===== config.mk =====
export PLATFORM = sky130hd
export DESIGN_NAME = rsi_back
export DESIGN_NICKNAME = d
export VERILOG_FILES = /design/src/sv/rsi_pkg.sv /design/src/sv/rsi_back.sv
export SDC_FILE = /design/constraint.sdc
export NUM_CORES = 2
export LEC_CHECK = 0
export BUFFER_PORTS_ARGS = -buffer_cell sky130_fd_sc_hd__buf_2
export CAP_MARGIN = 10
export CORE_ASPECT_RATIO = 2
export CORE_MARGIN = 4
export CORE_UTILIZATION = 38
export CTS_CLUSTER_SIZE = 28
export DETAILED_ROUTE_END_ITERATION = 6
export GPL_TIMING_DRIVEN = 0
export PLACE_DENSITY_LB_ADDON = 0.3
export SYNTH_ARGS = -nofsm -noshare
export SYNTH_HDL_FRONTEND = slang
export SYNTH_SLANG_ARGS = --single-unit

===== constraint.sdc =====
create_clock -name clk -period 19.87 [get_ports clk]
set_input_delay 3.974 -clock clk [delete_from_list [all_inputs] [get_ports clk]]
set_output_delay 3.974 -clock clk [all_outputs]
set_load 0.1 [all_outputs]

===== src/sv/rsi_pkg.sv =====
package rsi_pkg;

  localparam int DIVIDE_FRAC_BITS = 16;
  localparam int DW = 50;                         // |cross| width
  localparam logic [30:0] RAY_LENGTH_RESET = 31'd65536000;
  localparam logic [33:0] OFS_CAP = 34'h2_0000_0000;

  // per-item data that rides alongside the divider
  typedef struct packed {
    logic        hit;
    logic [31:0] ox;
    logic [31:0] oy;
    logic [15:0] dxm;
    logic [15:0] dym;
    logic        dxn;
    logic        dyn;
    logic [31:0] miss_x;
    logic [31:0] miss_y;
  } side_t;

  // origin plus or minus a magnitude, saturated to signed 32 bits
  function automatic logic [31:0] place(logic [31:0] org, logic [33:0] mm, logic neg);
    logic [35:0] o;
    logic [35:0] v;
    o = {{4{org[31]}}, org};
    v = neg ? (o - {2'b0, mm}) : (o + {2'b0, mm});
    if (v[35:31] == 5'b00000 || v[35:31] == 5'b11111) begin
      place = v[31:0];
    end else if (v[35]) begin
      place = 32'h8000_0000;
    end else begin
      place = 32'h7FFF_FFFF;
    end
  endfunction

endpackage


===== src/sv/rsi_back.sv =====
module rsi_back #(
  parameter int DIVIDE_FRAC_BITS = rsi_pkg::DIVIDE_FRAC_BITS,
  parameter int K = DIVIDE_FRAC_BITS + 32
) (
  input  logic                clk,
  input  logic                rst,
  input  logic                en,
  input  logic                i_valid,
  input  rsi_pkg::side_t      i_side,
  input  logic [K-1:0]        i_quo,
  input  logic                i_ovf,
  output logic                o_valid,
  output logic                o_hit,
  output logic signed [31:0]  o_end_x,
  output logic signed [31:0]  o_end_y
);

  localparam int PW = K + 17;
  localparam int OW = PW - (DIVIDE_FRAC_BITS - 1);

  logic [K:0]     t;
  logic           v1;
  logic [PW-1:0]  px1, py1;
  rsi_pkg::side_t sd1;

  // saturated t: any larger value already pushes the offset to or past the cap
  assign t = i_ovf ? {1'b1, {K{1'b0}}} : {1'b0, i_quo};

  always_ff @(posedge clk) begin
    if (rst) begin
      v1 <= 1'b0;
    end else if (en) begin
      v1 <= i_valid;
    end
    if (en) begin
      px1 <= PW'(t) * PW'(i_side.dxm);
      py1 <= PW'(t) * PW'(i_side.dym);
      sd1 <= i_side;
    end
  end

  logic [OW-1:0] ofx, ofy;
  logic [33:0]   mx, my;

  assign ofx = px1[PW-1:DIVIDE_FRAC_BITS-1];
  assign ofy = py1[PW-1:DIVIDE_FRAC_BITS-1];
  assign mx  = (ofx > OW'(rsi_pkg::OFS_CAP)) ? rsi_pkg::OFS_CAP : ofx[33:0];
  assign my  = (ofy > OW'(rsi_pkg::OFS_CAP)) ? rsi_pkg::OFS_CAP : ofy[33:0];

  always_ff @(posedge clk) begin
    if (rst) begin
      o_valid <= 1'b0;
    end else if (en) begin
      o_valid <= v1;
    end
    if (en) begin
      o_hit   <= sd1.hit;
      o_end_x <= sd1.hit ? rsi_pkg::place(sd1.ox, mx, sd1.dxn) : sd1.miss_x;
      o_end_y <= sd1.hit ? rsi_pkg::place(sd1.oy, my, sd1.dyn) : sd1.miss_y;
    end
  end

endmodule


==> flow_summary.yaml <==
outcome:
  outcome: "finished with violations"
  violations: "DRC"
timing:
  tns_ps: 0
  max_slew.worst_pin.slew_ps: 1390
  fin_ws_ps: 6680
  fmax_ghz: 0.0758
  fin_worst_skew_ps: 19.5
  hold_viol: 0
  setup_viol: 0
  rsz0062_at_grt: "no"
  max_slew_margin_pct: 7.40
  fin_crit_ps: 13190
  timing.final.crit_share_pct: 66.4
  final_max_slew_viol_count: 0
routing:
  drtIter0Drc: 3224
  num_vias: 51870
  avgRoutedWirePerCell_um: 24.4
  routed_wl_um: 237000
  drc: 1
  routed_via_density: 5.33
  drt-pass1-iter-count: 7
  ant_nets: 0
power:
  sequentialPowerShare_pct: 13.5
  power_frac_comb_pct: 79.6
  pwr-share-clk_pct: 6.9
  p_sw_share_pct: 55.1
  internal-power_mw: 4.26
  ir_drop_mv: 0.157
  p_switching_mw: 5.22
  powerDensity_mw_per_mm2: 136
  p_leak_nw: 32.7
clock_network:
  cts.sink_count: 298
  cts_setup_buffers: 0
  clk_latency_ps: 640
  cts_tree: "yes"
  path_clk_slew_ps: 70
  cts_buffers: 31
  postCtsHoldBufs: 0
  clk_path_buf_depth: 3
  ctsResizeCount: 0
  htreeDepth: 1
  root_buffer: "clkbuf_16"
global_route:
  grt_pass1_vias: 56891
  grt_use_total_pct: 26.9
  overflow: 0
  grt_pass1_wl_um: 348000
  antenna_found_initial: 10
  grt_start_max_net_pins: 120
critical_path:
  cpMaxStageDelayCell: "nor2b_1"
  crit_path_frequent_cell: "fa_1"
  worstPathArrival_ps: 13620
  cp.required_ps: 20300
  rr_worst_depth: 26
  critPathTopFamily: "adder cells"
  crit_path_max_incr_delay_ps: 830
  r2r-start: "py1[17]"
  cp_num_buf_inv: 10
  cp-start-kind: "input pin"
  rrSetupSlack_ps: 11270
  critPathMaxFanout: 10
  crit_type: "in2reg"
  crit_path_end_kind: "flip-flop"
  r2r_end: "o_end_y[28]"
logic_synthesis:
  yosysTopAreaCell: "fa_1"
  syn_avg_cell_area_um2: 8.97
  netlist.area_leader.share_pct: 40.9
  synthesis.area_mm2: 0.0642
  ys.flop_type: "edfxtp_1"
  netlist_top_cells_area: "fa_1 (41%), edfxtp_1 (14%), inv_1 (8.7%)"
  synth_edf_count: 296
  synth.ff_latch_count: 298
  synth_fp_nets: 9031
  synthArstFlopShare_pct: 0
  netlist_instances: 7163
  yosys_warnings: 0
  synthDistinctLibCells: 76
  yosysSeqAreaShare_pct: 13.9
min_path:
  hold_path.class: "reg2reg"
  holdCritStartpoint: "sd1[162]"
  whs_path_depth: 0
  hold_path_end: "o_hit"
finish:
  nets: 9321
  fillers: 16977
  multi_input_area_mm2: 0.0482
  register_area_mm2: 0.00893
  drive_gt1_share_pct: 4.49
  area_growth_syn_to_layout_pct: 8.26
  fin_area_mm2: 0.0696
placement:
  globalplace.congestion: 1.00
  pre_cts_ws_ps: 6190
  dp_hpwl_um: 204000
  place_area_mm2: 0.0684
  portBuffers: 253
die:
  core_area_mm2: 0.168
  dieHeight_um: 589
  die_x_um: 299
  dieArea_mm2: 0.176
  rows: 213
  start_util_pct: 38.2
  ioPinCount: 282
job:
  cap_viol_max_count: 0
-- kinds of logic (layout without fill, tap and decap cells) --
kind of cell,after synthesis,after routing,synth area share (%)
flops,298,298,13.9
fa+ha+maj,1652,1652,47.5
buf+inv,1904,2216,11.1
simple gates,2321,2321,16.7
other cells,0,8,0
compound gates,793,793,8.07
xor+xnor,192,192,2.62
mux,3,3,0.0467
-- cell usage in the layout (no fill, tap or decap), types with 8 or more instances in the layout --
cell type	synthesis	final
a21oi_1	255	255
o21bai_1	33	33
a21boi_0	11	11
a22oi_1	9	9
buf_2	6	259
and4_1	10	10
a31oi_1	41	41
a2bb2oi_1	22	22
o211ai_1	14	14
nand2b_1	19	19
clkbuf_16	0	31
and3_1	25	25
o31ai_1	13	13
a221oi_1	8	8
o2bb2ai_1	28	28
a211oi_1	21	21
edfxtp_1	296	296
nor2_1	187	187
a21o_1	99	99
or3_1	18	18
xor2_1	103	103
or2_2	9	9
o221ai_1	9	9
nand3_1	58	58
clkbuf_1	393	394
buf_1	9	9
nor2b_1	88	88
nor4_1	26	26
diode_2	0	8
o22a_1	14	14
xnor2_1	89	89
o21a_1	29	29
and2_1	460	460
fa_1	1312	1312
nand4_1	41	41
nand2_1	1305	1305
inv_1	1495	1495
nor3_1	49	49
o21ai_0	118	118
ha_1	340	340
-- flip-flops by register name (all words and copies together) (netlist names) --
signal / flops
sd1: 131
px1: 50
py1: 50
o_end_x: 32
o_end_y: 32
o_hit: 1
o_valid: 1
v1: 1
-- worst register-to-register path, stage by stage, from the launching register on --
cell and delay, ps:
edfxtp_1 470, or4_1 580, or4_4 480, nor2_1 270, nand4_1 130, a21oi_1 300
clkbuf_1 440, buf_1 520, nand2_1 170, ha_1 230, clkbuf_1 230, clkbuf_1 320
a21oi_1 200, o22a_1 190, ha_1 290, a21o_1 190, a31oi_1 190, a21bo_2 200
o21ai_1 150, a221oi_1 920, o211ai_1 240, and3_1 270, o2111ai_1 270, clkbuf_1 470
clkbuf_1 400, a21oi_1 160, o2bb2ai_1 180
-- synth_stat cells, types with 7 or more instances --
library cell / n
or2_2: 9
o211ai_1: 14
o21ai_0: 118
and4_1: 10
nor2b_1: 88
a21boi_0: 11
inv_1: 1495
o31ai_1: 13
a22oi_1: 9
a211oi_1: 21
and3_1: 25
xor2_1: 103
nor2_1: 187
buf_1: 9
o2bb2ai_1: 28
nand2_1: 1305
or3_1: 18
edfxtp_1: 296
nor3_1: 49
and2_1: 460
o22a_1: 14
a21o_1: 99
xnor2_1: 89
a21oi_1: 255
a2bb2oi_1: 22
nor4_1: 26
o221ai_1: 9
a31oi_1: 41
nor3b_1: 7
nand3_1: 58
o21a_1: 29
a221oi_1: 8
fa_1: 1312
ha_1: 340
nand2b_1: 19
nand4_1: 41
clkbuf_1: 393
o21bai_1: 33
-- stage by stage --
stage          total power [mW]  utilization, %  hold WS (ps)  cells
3_3_place_gp               8.75            40.6           432   9673
5_1_grt                    10.4            41.3           499   9733
4_1_cts                    9.53            41.3           464   9732
3_5_place_dp               8.82            40.7           434   9677
2_1_floorplan              6.45               -           424   7163
6_report                   9.49            41.4           457   9740
-- power by group through the flow --
stage	Combinational [mW]	Clock (mW)	Sequential, mW
after floorplan	5.08	0	1.37
after global placement	7.46	0	1.29
after detailed placement	7.53	0	1.29
after CTS	7.57	0.679	1.28
after global routing	8.41	0.700	1.30
final	7.55	0.657	1.28
-- worst max-delay path by stage --
| stage | from | to | slack (ps) | depth (start not counted) |
|---|---|---|---|---|
| floorplan | i_ovf | px1[59] | 8890 | 25 |
| detailed placement | i_ovf | px1[63] | 6190 | 29 |
| finish | i_ovf | px1[63] | 6680 | 29 |
| global placement | i_ovf | px1[47] | 5370 | 25 |
| global route | i_ovf | px1[64] | 6410 | 29 |
| CTS | i_ovf | px1[63] | 6850 | 29 |
-- routing by layer --
metal | GRT usage [%] | up-vias | wire length, µm
met3 | 4.06 | 998 | 14300
met2 | 48.7 | 2319 | 121000
li1 | - | 22394 | -
met4 | 25.9 | 0 | 29200
met1 | 25.7 | 26159 | 73200
met5 | 0 | - | 0
-- cell type report --
type | instances | area share, %
Sequential cell | 298 | 12.8
Multi-Input combinational cell | 4961 | 69.2
Timing Repair Buffer | 257 | 1.93
Tap cell | 2257 | 4.06
Clock inverter | 23 | 0.489
Inverter | 1495 | 8.07
Clock buffer | 32 | 1.12
Antenna cell | 8 | 0.0288
Buffer | 409 | 2.22
Note: power is estimated with default switching activity, not from simulation.
