## config.mk

```make
export PLATFORM = sky130hd
export DESIGN_NAME = rsi_div_step
export DESIGN_NICKNAME = d
export VERILOG_FILES = /design/src/sv/rsi_pkg.sv /design/src/sv/rsi_div_step.sv
export SDC_FILE = /design/constraint.sdc
export NUM_CORES = 1
export LEC_CHECK = 0
export ABC_AREA = 1
export ABC_CLOCK_PERIOD_IN_PS = 7200
export BUFFER_PORTS_ARGS = -buffer_cell sky130_fd_sc_hd__buf_2
export CORE_AREA = 2 2 281 283
export CTS_CLUSTER_DIAMETER = 100
export CTS_CLUSTER_SIZE = 8
export DETAILED_ROUTE_END_ITERATION = 6
export DIE_AREA = 0 0 283 285
export PLACE_DENSITY = 0.51
export SLEW_MARGIN = 20
export SYNTH_ARGS = -nofsm -noshare
export SYNTH_HDL_FRONTEND = slang
export SYNTH_SLANG_ARGS = --single-unit
export TNS_END_PERCENT = 1
```

## constraint.sdc

```tcl
create_clock -name clk -period 7.2 [get_ports clk]
set_input_delay 1.44 -clock clk [delete_from_list [all_inputs] [get_ports clk]]
set_output_delay 1.44 -clock clk [all_outputs]
set_load 0.01 [all_outputs]
```

## src/sv/rsi_pkg.sv

```systemverilog
package rsi_pkg;

  localparam int DIVIDE_FRAC_BITS = 16;
  localparam int DW = 50;                         // |cross| width
  localparam logic [30:0] RAY_LENGTH_RESET = 31'd65536000;
  localparam logic [33:0] OFS_CAP = 34'h2_0000_0000;

  // per-item data that rides alongside the divider
  typedef struct packed {
    logic        hit;
    logic [31:0] ox;
    logic [31:0] oy;
    logic [15:0] dxm;
    logic [15:0] dym;
    logic        dxn;
    logic        dyn;
    logic [31:0] miss_x;
    logic [31:0] miss_y;
  } side_t;

  // origin plus or minus a magnitude, saturated to signed 32 bits
  function automatic logic [31:0] place(logic [31:0] org, logic [33:0] mm, logic neg);
    logic [35:0] o;
    logic [35:0] v;
    o = {{4{org[31]}}, org};
    v = neg ? (o - {2'b0, mm}) : (o + {2'b0, mm});
    if (v[35:31] == 5'b00000 || v[35:31] == 5'b11111) begin
      place = v[31:0];
    end else if (v[35]) begin
      place = 32'h8000_0000;
    end else begin
      place = 32'h7FFF_FFFF;
    end
  endfunction

endpackage

```

## src/sv/rsi_div_step.sv

```systemverilog
module rsi_div_step #(
  parameter int K = rsi_pkg::DIVIDE_FRAC_BITS + 32
) (
  input  logic                    clk,
  input  logic                    rst,
  input  logic                    en,
  input  logic                    i_valid,
  input  rsi_pkg::side_t          i_side,
  input  logic [rsi_pkg::DW-1:0]  i_rem,
  input  logic [K-1:0]            i_dvd,
  input  logic [K-1:0]            i_quo,
  input  logic [rsi_pkg::DW-1:0]  i_dvs,
  input  logic                    i_ovf,
  output logic                    o_valid,
  output rsi_pkg::side_t          o_side,
  output logic [rsi_pkg::DW-1:0]  o_rem,
  output logic [K-1:0]            o_dvd,
  output logic [K-1:0]            o_quo,
  output logic [rsi_pkg::DW-1:0]  o_dvs,
  output logic                    o_ovf
);

  localparam int DW = rsi_pkg::DW;

  logic [DW:0] r2;
  logic [DW:0] diff;
  logic        ge;

  // one restoring step
  assign r2   = {i_rem, i_dvd[K-1]};
  assign diff = r2 - {1'b0, i_dvs};
  assign ge   = (r2 >= {1'b0, i_dvs});

  always_ff @(posedge clk) begin
    if (rst) begin
      o_valid <= 1'b0;
    end else if (en) begin
      o_valid <= i_valid;
    end
    if (en) begin
      o_side <= i_side;
      o_rem  <= ge ? diff[DW-1:0] : r2[DW-1:0];
      o_dvd  <= {i_dvd[K-2:0], 1'b0};
      o_quo  <= {i_quo[K-2:0], ge};
      o_dvs  <= i_dvs;
      o_ovf  <= i_ovf;
    end
  end

endmodule

```

==> metrics, run 1 <==
GP Congestion 0.9369; Largest delay share family, worst path simple AND/OR/NAND/NOR gates; worst-margin pin slew 1.043 ns; Layout Skew 0 ns; final net count 2669; grt total ovfl 0; Reg clk slew, reported paths 0.05 ns; initial antenna violation count 77; number of I/O pins 725; Syn Inst Count 1491; setup bufs post-CTS 0; sequential share of power 0.445; Final HPWL DP 66260 µm; maximum vdd ir drop 145.2 µV; outcome finished, final reports clean; worst-case clock buffer depth 3; post-CTS resize count 0; CTS buffer count 52; CTS tree done; element type at the critical path start input port; Root Buffer clkbuf_16; vias per cell 4.024; CP Max Fanout 77; Die H 285 µm; synth unique cells 38; Synth Net Count 1906; final setup fails 0; Die X 283 µm; HP Start o_valid$_SDFFE_PP0P_; CP Data Required Time 7.59 ns; Pint 0.004161 W; Mapped Avg Cell Area 10.92 µm²; clk sink count 360; Psw 0.001632 W; Critical Path Sink Type flop; Synth Register Bits 360; Post-CTS Hold Buffers 0; Final TNS setup 0 ns; CTS H-tree lvls 2; Pre-antenna DRT Iters 5; antenna-violating nets left 0; Post-Route WL 79320 µm; crit path time final 4.518 ns; Initial Util 0.2089; share of layout cells above drive strength 1 0.3752; Clock Latency Late Sink 0.60 ns; period utilization 0.6274; type of the worst min-delay path flop to flop; max-cap violation count 0; YS warnings 0; total of fill cells in the finished design 8310; Hold Violations, Final 0; leading cell types in the layout, fill and taps excluded buf_2 (721), nand2_1 (452), edfxtp_1 (359), inv_1 (271), nor2_1 (85); relative slew slack 0.3048; Max Transition Viols Final 0; WL/cell 23.84 µm; RSZ-0062 raised after global routing false; Initial DRC Count 652; crit-path max cell delay 0.96 ns; crit path cell chain buf_2, inv_1, ha_1, nand2_2, inv_1, nand2_1, nand3_1, inv_2, nand2_1, inv_1, nand2_1, a21oi_4, nand3_4, o21ai_0; Hold Slack 0.5173 ns; Seq/Total Area, Yosys 0.6631; commonest non-fill, non-tap cell in the layout buf_2; CP Launch Point i_dvs[34]; Clk pwr share 0.386; CP Data Arrival Time 4.91 ns; Area contributors post-synth edfxtp_1 (66%), nand2_1 (10%), inv_1 (6.2%), ha_1 (3.8%), nor2_1 (2.0%); Core Area 77970 µm²; post-synth top area share 0.6619; post-synth top area cell edfxtp_1; die area 80660 µm²; P_leak 10.71 nW; RR Startpoint o_valid$_SDFFE_PP0P_; slowest CP cell nand3_4; vias in the first global route 12980; Site Rows 103; switching share of total power 0.2817; port bufs 722; via count 13390; CP bufs+invs 5; largest net degree at the start of global routing 134; Gate power share 0.169; area delta synth->final 38.71%; Post-Syn Area 16290 µm²; PwrDens 256.4 nW/µm²; global-route wire length before repair 104900 µm; Fmax 221.4 MHz; CP Class input port to flop; GRT Total Usage 0.1890; DRC errors left 0
==> layout make-up <==
type	instances	area, µm²	share of cell area
tap	1050	1314	0.05815
timing repair buffer	724	3664	0.1622
multi-input combinational	825	4272	0.1891
clock inverter	6	90.09	0.003987
clock buffer	62	1339	0.05926
inverter	291	1092	0.04835
sequential	360	10800	0.4780
antenna	9	22.52	0.0009968
==> layer usage <==
layer  global-route usage  up-vias  share of wire
li1                     -     6379              -
met5                    0        -         0.0039
met1               0.1991     6250           0.36
met2               0.3316      561           0.49
met3              0.09680      150           0.12
met4              0.04947       48          0.027
==> synthesized netlist by cell type, drive strengths merged <==
| master | n |
|---|---|
| mux2i | 1 |
| nand3 | 56 |
| conb | 1 |
| o21ai | 28 |
| clkbuf | 4 |
| or2 | 1 |
| a21oi | 30 |
| dfxtp | 1 |
| nor2 | 99 |
| nor3 | 8 |
| nand3b | 16 |
| and2 | 2 |
| o21bai | 6 |
| buf | 11 |
| inv | 291 |
| fa | 1 |
| edfxtp | 359 |
| nand2 | 460 |
| xor2 | 29 |
| nand4 | 34 |
| ha | 50 |
| nor4 | 1 |
| o21a | 2 |
==> sequential cells by signal, summed over array words and instances (netlist names) <==
name and count:
o_side 163, o_dvs 50, o_rem 50, o_quo 48
o_dvd 47, o_ovf 1, o_valid 1
==> kinds of logic after synthesis <==
group,after synthesis,share of synthesized area
buffers and inverters,306,0.07467
flip-flops,360,0.6631
adder cells (fa/ha/maj),51,0.03964
XOR/XNOR,29,0.01559
other,1,0.0002302
AND/OR/NAND/NOR,677,0.1826
AO/OA/AOI/OAI,66,0.02358
multiplexers,1,0.0006146
==> power by group through the flow <==
stage	Clock [W]	Sequential, W	Combinational [W]
after floorplan	0	0.00272	0.000343
after global placement	0	0.00261	0.00100
after detailed placement	0	0.00262	0.00101
after CTS	0.00232	0.00258	0.00101
after global routing	0.00239	0.00259	0.00108
final	0.00223	0.00258	0.000981
==> through the flow <==
step / total power [W] / util / std cells / area (µm²) / setup slack [ns]
5_1_grt: 0.006056 / 0.2895 / 3318 / 22570 / 2.285
2_1_floorplan: 0.003066 / - / 1491 / 16290 / 3.933
3_3_place_gp: 0.003618 / 0.2712 / 3250 / 21140 / 2.010
3_5_place_dp: 0.003622 / 0.2712 / 3250 / 21140 / 1.948
4_1_cts: 0.005909 / 0.2895 / 3318 / 22570 / 2.591
6_report: 0.005793 / 0.2898 / 3327 / 22590 / 2.682
==> path summary, 6_finish.rpt <==
kind | to | slack [ns] | cells after the start
max | o_rem[2]$_DFFE_PP_ | 2.68 | 14
min | o_valid$_SDFFE_PP0P_ | 0.52 | 2
max reg2reg | o_valid$_SDFFE_PP0P_ | 6.61 | 2
min reg2reg | o_valid$_SDFFE_PP0P_ | 0.52 | 2
==> worst reg2reg max path: stages (launching register included) <==
cell and delay [ns]:
dfxtp_1 0.31, mux2i_1 0.12, nor2_1 0.05
No activity file was read; power rests on OpenSTA's default activity.
==> inputs of run 2 (changes only) <==
--- a/config.mk
+++ b/config.mk
@@ -6,14 +6,14 @@
 export NUM_CORES = 1
 export LEC_CHECK = 0
 export ABC_AREA = 1
-export ABC_CLOCK_PERIOD_IN_PS = 7200
+export ABC_CLOCK_PERIOD_IN_PS = 4150
 export BUFFER_PORTS_ARGS = -buffer_cell sky130_fd_sc_hd__buf_2
 export CORE_AREA = 2 2 281 283
 export CTS_CLUSTER_DIAMETER = 100
 export CTS_CLUSTER_SIZE = 8
 export DETAILED_ROUTE_END_ITERATION = 6
 export DIE_AREA = 0 0 283 285
-export PLACE_DENSITY = 0.51
+export PLACE_DENSITY = 0.52
 export SLEW_MARGIN = 20
 export SYNTH_ARGS = -nofsm -noshare
 export SYNTH_HDL_FRONTEND = slang
==> constraint.sdc (replaced) <==
create_clock -name clk -period 4.15 [get_ports clk]
set_input_delay 0.83 -clock clk [delete_from_list [all_inputs] [get_ports clk]]
set_output_delay 0.83 -clock clk [all_outputs]
set_load 0.01 [all_outputs]
==> metrics, run 2 (same netlist as run 1, synthesis figures left out) <==
Post-CTS Hold Buffers 0; global-route wire length before repair 109800 µm; Initial DRC Count 815; DRT met1 WL 30140 µm; RSZ-0062 raised after global routing false; Pre-antenna DRT Iters 5; final instance area 22820 µm²; type of the worst min-delay path input port to flop; max reg flops 163; GP Congestion 0.9203; GRT Total Usage 0.1993; Critical Path Sink Type flop; area delta synth->final 40.10%; Clock Latency Late Sink 0.60 ns; Die X 283 µm; port bufs 722; Die H 285 µm; Layout Skew 0 ns; crit path time final 2.629 ns; share of layout cells above drive strength 1 0.3799; CTS H-tree lvls 2; relative slew slack 0.4424; via count 13620; element type at the critical path start input port; Root Buffer clkbuf_16; Max Transition Viols Final 0; final net count 2684; CTS buffer count 52; Site Rows 103; biggest regs o_side: 163 flops, o_dvs: 50 flops, o_rem: 50 flops; met3 wire len 9304 µm; Setup WS post-layout 1.521 ns; Total Power 0.01024 W; clk sink count 360; maximum vdd ir drop 289.4 µV; Post-Route WL 83320 µm; CP Data Arrival Time 3.00 ns; Area after DPL 21300 µm²; CP Max Fanout 4; DRC errors left 0; leading cell types in the layout, fill and taps excluded buf_2 (721), nand2_1 (452), edfxtp_1 (359), inv_1 (271), nor2_1 (85); WL/cell 24.88 µm; met2 wire length 41820 µm; die area 80660 µm²; worst-margin pin slew 0.8363 ns; Biggest register o_side; grt total ovfl 0; vias per cell 4.067; CP Class input port to flop; initial antenna violation count 78; outcome finished, final reports clean; Reg clk slew, reported paths 0.06 ns; fin util 0.2927; Core Area 77970 µm²; vias in the first global route 13230; Final TNS setup 0 ns; post-CTS resize count 0; number of I/O pins 725; uppermost layer routed met5; Setup Slack @ Placement 0.9090 ns; Initial Util 0.2089; antenna-violating nets left 0; CTS tree done; period utilization 0.6334; largest net degree at the start of global routing 93; CP Data Required Time 4.52 ns; commonest non-fill, non-tap cell in the layout buf_2; P_leak 10.82 nW; Fmax 380.4 MHz; max-cap violation count 0; PwrDens 448.9 nW/µm²; Final HPWL DP 70680 µm; Hold Violations, Final 0; worst-case clock buffer depth 3; setup bufs post-CTS 0; final setup fails 0
-- run 2: cell types whose count changed in the layout (fill, tap and decap cells not counted) --
cell	change
buf_12	+4
buf_4	+11
bufinv_16	+2
clkbuf_1	-2
clkinv_4	-1
diode_2	+8
-- run 2: stage by stage --
stage / cells / hold WS [ns]
after floorplan: 1491 / 0.5279
after global placement: 3265 / 0.4754
after detailed placement: 3265 / 0.4937
after CTS: 3332 / 0.3363
after global routing: 3334 / 0.3482
final: 3349 / 0.3775
-- run 2: routing by layer --
metal | vias up | GRT usage
li1 | 6420 | -
met5 | - | 0
met2 | 588 | 0.3568
met3 | 140 | 0.09424
met4 | 32 | 0.04202
met1 | 6442 | 0.2129
-- run 2: critical path, stage by stage --
cell     delay, ns
buf_2         0.10
inv_1         0.06
ha_1          0.15
inv_1         0.09
fa_1          0.48
nand2_1       0.11
nand3_1       0.08
nand3_1       0.08
nand2_1       0.17
nand2_1       0.10
nand2_1       0.20
nand2_1       0.13
nand2_1       0.13
xor2_1        0.17
nand2_1       0.07
nand2_1       0.05
-- run 2: path summary, 6_finish.rpt --
kind | slack [ns] | cells past startpoint | to | startpoint
min | 0.38 | 1 | o_side[60]$_DFFE_PP_ | i_side[60]
max reg2reg | 3.57 | 2 | o_valid$_SDFFE_PP0P_ | o_valid$_SDFFE_PP0P_
max | 1.52 | 16 | o_rem[32]$_DFFE_PP_ | i_dvd[47]
min reg2reg | 0.51 | 2 | o_valid$_SDFFE_PP0P_ | o_valid$_SDFFE_PP0P_
-- run 2: layout make-up --
class / count / area (µm²)
Fill cell: 8362 / 55150
Clock buffer: 60 / 1331
Antenna cell: 17 / 42.54
Sequential cell: 360 / 10800
Timing Repair Buffer: 739 / 3826
Tap cell: 1050 / 1314
Multi-Input combinational cell: 825 / 4272
Inverter: 291 / 1092
Clock inverter: 7 / 141.4
-- run 2: where the power goes --
group	switching, W	internal [W]	total [W]
Combinational	0.00115	0.000599	0.00175
Clock	0.00166	0.00236	0.00402
Sequential	0.0000807	0.00439	0.00447
